## config.mk

```make
export PLATFORM = sky130hd
export DESIGN_NAME = secl_div
export DESIGN_NICKNAME = d
export VERILOG_FILES = /design/src/rtl/core/secl_pkg.sv /design/src/rtl/core/secl_div.sv
export SDC_FILE = /design/constraint.sdc
export NUM_CORES = 2
export LEC_CHECK = 0
export BUFFER_PORTS_ARGS = -buffer_cell sky130_fd_sc_hd__clkbuf_2
export CELL_PAD_IN_SITES_DETAIL_PLACEMENT = 1
export CELL_PAD_IN_SITES_GLOBAL_PLACEMENT = 2
export CORE_ASPECT_RATIO = 1.2
export CORE_MARGIN = 3
export CORE_UTILIZATION = 40
export CTS_CLUSTER_DIAMETER = 40
export DETAILED_ROUTE_END_ITERATION = 8
export PLACE_DENSITY = 0.81
export SLEW_MARGIN = 20
export SYNTH_ARGS = -nofsm -noshare
export SYNTH_HDL_FRONTEND = slang
export SYNTH_SLANG_ARGS = --single-unit
export TNS_END_PERCENT = 10
```

## constraint.sdc

```tcl
create_clock -name clock -period 3 [get_ports clock]
set_input_delay 0.15 -clock clock [delete_from_list [all_inputs] [get_ports clock]]
set_output_delay 0.15 -clock clock [all_outputs]
set_load 0.02 [all_outputs]
```

## src/rtl/core/secl_pkg.sv

```systemverilog
package secl_pkg;

   localparam int COORD_BITS_DEF = 16;
   localparam int FRAC_BITS_DEF  = 16;
   localparam int VERTICES       = 3;
   localparam int CSR_IDX_BITS   = 3;

   localparam logic [CSR_IDX_BITS-1:0] REG_A_X = 3'd0;
   localparam logic [CSR_IDX_BITS-1:0] REG_A_Y = 3'd1;
   localparam logic [CSR_IDX_BITS-1:0] REG_B_X = 3'd2;
   localparam logic [CSR_IDX_BITS-1:0] REG_B_Y = 3'd3;
   localparam logic [CSR_IDX_BITS-1:0] REG_C_X = 3'd4;
   localparam logic [CSR_IDX_BITS-1:0] REG_C_Y = 3'd5;

endpackage

```

## src/rtl/core/secl_div.sv

```systemverilog
module secl_div
   import secl_pkg::*;
#(
   parameter int OPW   = 2 * (COORD_BITS_DEF + 1),
   parameter int QBITS = FRAC_BITS_DEF + 2
)
(
   input  logic             clock,
   input  logic             enable,
   input  logic [OPW-1:0]   num_in,
   input  logic [OPW-1:0]   den_in,
   output logic [QBITS-2:0] t_out
);

   // One quotient bit per stage; the first stage subtracts the divisor once if the dividend is at least as large.
   logic [OPW-1:0]   r_ff [QBITS];
   logic [OPW-1:0]   d_ff [QBITS];
   logic [QBITS-1:0] q_ff [QBITS];
   logic [OPW-1:0]   r_in [QBITS];
   logic [OPW-1:0]   d_in [QBITS];
   logic [QBITS-1:0] q_in [QBITS];
   logic [OPW:0]     sh_w [QBITS];
   logic [QBITS:0]   qp_w;

   always_comb begin
      sh_w[0] = '0;
      d_in[0] = den_in;
      if (num_in >= den_in) begin
         q_in[0] = QBITS'(1);
         r_in[0] = num_in - den_in;
      end else begin
         q_in[0] = '0;
         r_in[0] = num_in;
      end
      for (int k = 1; k < QBITS; k++) begin
         sh_w[k] = {r_ff[k-1], 1'b0};
         d_in[k] = d_ff[k-1];
         if (sh_w[k] >= {1'b0, d_ff[k-1]}) begin
            r_in[k] = OPW'(sh_w[k] - {1'b0, d_ff[k-1]});
            q_in[k] = {q_ff[k-1][QBITS-2:0], 1'b1};
         end else begin
            r_in[k] = sh_w[k][OPW-1:0];
            q_in[k] = {q_ff[k-1][QBITS-2:0], 1'b0};
         end
      end
   end

   always_ff @(posedge clock) begin
      if (enable) begin
         for (int k = 0; k < QBITS; k++) begin
            r_ff[k] <= r_in[k];
            d_ff[k] <= d_in[k];
            q_ff[k] <= q_in[k];
         end
      end
   end

   assign qp_w  = {1'b0, q_ff[QBITS-1]} + (QBITS+1)'(1);
   assign t_out = qp_w[QBITS-1:1];

endmodule
```

# Word-level counts from Yosys, hierarchy flattened

Memories as Yosys holds them, arrays and structs flattened.
Cells that the tools add are included.

Flip-flop bits (word level): 0
Bits in writable memories: 1,548
Input bits: 70
Output and inout bits: 17
Word-level logic and storage cells: 78
Memories kept: 3

Add/subtract/negate cells: 19
Order comparisons: 18
Mux-type cells: 38

Memory list:

| memory | depth | width | rd ports | clocked after memory_dff | wr ports | RTL line       | RTL |
|---|---|---|---|---|---|---|---|
| d_ff   | 18    | 34    | 17       | 0                        | 18       | secl_div.sv:17 | `logic [OPW-1:0] d_ff [QBITS];` |
| r_ff   | 18    | 34    | 17       | 0                        | 18       | secl_div.sv:16 | `logic [OPW-1:0] r_ff [QBITS];` |
| q_ff   | 18    | 18    | 18       | 0                        | 18       | secl_div.sv:18 | `logic [QBITS-1:0] q_ff [QBITS];` |

Operator list:

| operator                | count |
|---|---|
| $mux W34                | 18 |
| $sub A34 B34 Y34        | 18 |
| $ge A35 B34 Y1          | 17 |
| $ge A34 B34 Y1          | 1 |
| $mux W1                 | 20 |
| $add A18 B1 Y18 const B | 1 |

# Longest topological paths before layout

An unclocked memory read counts as a cell.

Depth in word-level cells: 3
Gate-level depth with buffers: 16
Depth with buffers taken out: 14

# Worst setup path after synthesis

No wires, ideal clock.

Path kind: flip-flop to flip-flop
From: mem d_ff[12][0] (netlist name)
To: mem r_ff[13][30] (netlist name) (data pin)
Arrival time: 2,993 ps
Required time: 2,740 ps
Setup slack: -253 ps
Cell stages (with the launch flop): 13
Buffers on the path: 0
Cell sequence: edfxtp_1 > inv_1 > fa_1 > a21oi_1 > a2bb2oi_1 > a21oi_1 > a2111oi_4 > a31oi_1 > a31o_2 > a221oi_1 > a21oi_1 > xnor2_1 > mux2_4

RTL lines:

| what               | RTL line |
|---|---|
| start: declaration | secl_div.sv:17 |
| end: declaration   | secl_div.sv:16 |

==> run metrics <==
Seq pwr share 0.248; Setup TNS Final -176.43 ns; CP peak stage delay 0.42 ns; Fmax achieved 272 MHz; initial core utilization 0.403; Psw roughly 47 mW; GPL Wtd Cong 0.988; initial antenna violation count 14; CTS tree done; synthesized area about 0.078 sq mm; peak fanout along the critical path 10; Synth Net Count ~7800; Worst-path clk slew 0.05 ns; Nets 10151; Worst path slowest cell edfxtp_1; DR vias 64086; status finished, violations left; Cell variety after synth 105; Worst Skew 0.0490 ns; vias in the first global route 72164; largest net degree at the start of global routing 92; Comb power frac 0.555; Worst Setup Path Type reg2reg; Ys Warns 0; Async SR Flop Fraction 0; WP data arrival 4.20 ns; port bufs 86; Root Buffer clkbuf_16; Fill cells 20529; Pre-Repair DR Iteration Count 5; Row Count ~180; Avg Synthesized Cell Area approximately 11 sq um; crit path launch type flop; Inserted Clock Buffers 207; GRT overflow 0; Inst Count DP 11617; core area 0.194 sq mm; CP bufs+invs 3; Post-DRT Antenna Nets 0; maximum vdd drop 0.689 mV; crit end category flop; WL final 268000 microns; DR WL/cell 21.9 microns; Clock Path Buffers 3; DRC Markers 0; switching part of the total power 0.374; Req. time, crit path 3.52 ns; fin crit period 3.68 ns; min-delay worst type in2reg; Total Die Area 0.201 sq mm; num ports 87; PwrDens 1140 mW/mm^2; Sequential Area 0.0398 sq mm; unrepaired setup endpoints after global routing true; placed inst area 0.0976 sq mm; max-slew violations 0; sequential share of the synthesized area 0.508; design area ~0.11 sq mm; worst setup margin -0.681 ns; global-route wire length before repair between 300000 and 400000 microns; global-route usage over all layers 0.254; post-route non-filler standard cell count between 10000 and 15000; worst path cell trace inv_1 > ha_1 > and4_4 > nand2_2 > a2bb2oi_2 > o31ai_4 > o41a_1 > a211o_1 > o31a_4 > nand2_4 > o41ai_4 > buf_12 > buf_12 > mux2_4; Max-Cap Viols 0; final hold viol count 0; clk sinks 1327; Int Power between 70 and 80 mW; H-Tree Depth 4; drt first-iter violations approximately 2600; Avg Vias per Cell 5.23; crit-path most repeated cell buf_12; flop and latch count out of synthesis 1327; Power Total 125 mW; Clock power frac 0.197; Clk Latency, worst-skew pair roughly 0.85 ns; area growth from synthesis to layout 40.7%; share of post-route cells with drive strength above 1 0.356; die width 410 microns; die height 491 microns; Cells after Synth a little over 7000; detailed placer's ending HPWL between 200000 and 250000 microns; failing checks setup timing; final worst-path cycle share 1.23; Primary FF master, synth edfxtp_1; area occupied by multi-input gates 0.0383 sq mm; static leakage power between 40 and 50 nW; Setup violations, final 581; CP delay by family, top compound AO/OA/AOI/OAI gates; Rel. slew slack 0.398; Post-synth EDFFs 1327; Worst Tran Pin Value 0.903 ns
metrics by stage:
step	worst slack, ns	hold WS [ns]	utilization
final	-0.681	0.0958	0.567
after global routing	-0.777	0.0925	0.567
after CTS	-0.790	0.0134	0.555
after detailed placement	-0.944	0.361	0.502
after global placement	-0.878	0.361	0.502
after floorplan	-0.104	0.249	-
worst paths after layout:
kind	start	endpoint	slack, ns	depth (start not counted)
worst min register to register	q_ff[6][3]	q_ff[7][4]	0.41	0
worst max-delay path	d_ff[12][11]	r_ff[13][1]	-0.68	14
worst min-delay path	num_in[9]	r_ff[0][9]	0.1	6
worst max register to register	d_ff[12][11]	r_ff[13][1]	-0.68	14
power by group through the flow:
stage / clock (mW) / sequential, mW / combinational, mW
after global routing: 25.9 / 31.5 / 75.1
after floorplan: 0 / 29.7 / 34.9
after CTS: 25.1 / 31.2 / 65.8
final: 24.7 / 31.1 / 69.7
after detailed placement: 0 / 31.4 / 61.5
after global placement: 0 / 31.1 / 59.3
cell usage in the layout (no fill, tap or decap), types with 32 or more instances in the layout:
cell           count
buf_4           2060
edfxtp_1        1327
inv_1            743
a21oi_1          579
ha_1             552
nor2_1           414
nand2_1          392
xnor2_1          316
a21o_1           304
o21ai_0          299
clkbuf_16        213
mux2_2           208
xor2_1           196
nand3_1          113
mux2_4           106
nand4_1           93
clkbuf_2          85
dlygate4sd3_1     78
a21oi_2           66
o21bai_1          65
nor2b_1           62
buf_6             61
nor3_1            60
ha_4              58
and3_1            52
nand2b_1          49
buf_12            49
o21a_1            46
a31oi_1           41
o21ai_1           40
diode_2           35
and2_1            34
o211ai_1          32
repair_timing:
action / CTS / global route
endpoints found under the hold margin: 191 / 2
endpoints found under the setup margin: 562 / 600
setup buffers: 53 / 87
hold buffers: 78 / 2
cloned: 8 / 4
resized for setup: 379 / 335
pin swaps: 99 / 150
cell usage after synthesis, drive strengths merged, types with 12 or more instances:
library cell  instances  area, sq um
edfxtp             1327        39800
inv                 769         2890
a21oi               667         3360
ha                  612         7660
nor2                436         1640
nand2               403         1520
o21ai               368         1850
xnor2               318         2790
mux2                314         3640
a21o                307         2310
xor2                197         1730
nand3               122          616
clkbuf              105          394
nand4                93          582
o21bai               75          563
nor2b                72          450
nor3                 70          350
a31oi                66          419
buf                  62          350
and3                 58          364
nand2b               51          319
o21a                 51          383
a211oi               42          330
o31ai                37          288
and2                 36          225
o211ai               34          265
nor4                 30          188
or2                  22          138
a2111oi              20          203
a211o                17          149
fa                   17          340
and4                 16          140
or3                  16          100
a31o                 15          131
o22ai                12         75.1
kinds of logic (layout without fill, tap and decap cells):
family | count (synthesis) | in the layout | share of synthesized area
other | 0 | 35 | 0
muxes | 323 | 323 | 0.0476
AOI/OAI and AO/OA | 1857 | 1858 | 0.149
DFF | 1327 | 1327 | 0.508
adders and majority gates | 629 | 629 | 0.102
xor gates and xnor gates | 515 | 515 | 0.0575
and+or+nand+nor | 1468 | 1468 | 0.0892
buffers and inverters | 936 | 3505 | 0.0463
flip-flops by register name (all words and copies together), names as in the netlist:
| register | count |
|---|---|
| d_ff | 578 |
| r_ff | 578 |
| q_ff | 171 |
tightest hold or removal path, stage by stage:
cell	delay, ns
clkbuf_2	0.09
ha_1	0.16
buf_4	0.12
inv_1	0.05
xnor2_1	0.11
o21ai_0	0.14
per-layer routing:
| layer | wire [microns] | track usage | vias up | part of all wire |
|---|---|---|---|---|
| met1 | 76400 | 0.189 | 31369 | 0.28 |
| li1 | - | - | 30715 | - |
| met5 | 29 | 0 | - | 0.00011 |
| met4 | 30000 | 0.237 | 4 | 0.11 |
| met2 | 155000 | 0.528 | 1174 | 0.58 |
| met3 | 6830 | 0.0355 | 824 | 0.025 |
cell type report:
class,count,share of cell area
diodes,35,0.000794
clock buffers,235,0.0485
clock inverters,147,0.0162
inverters,769,0.0262
multi-input cells,4793,0.348
flip-flops and latches,1327,0.361
well taps,2595,0.0294
repair buffers,2354,0.170
Power figures use the tool's default switching activity.
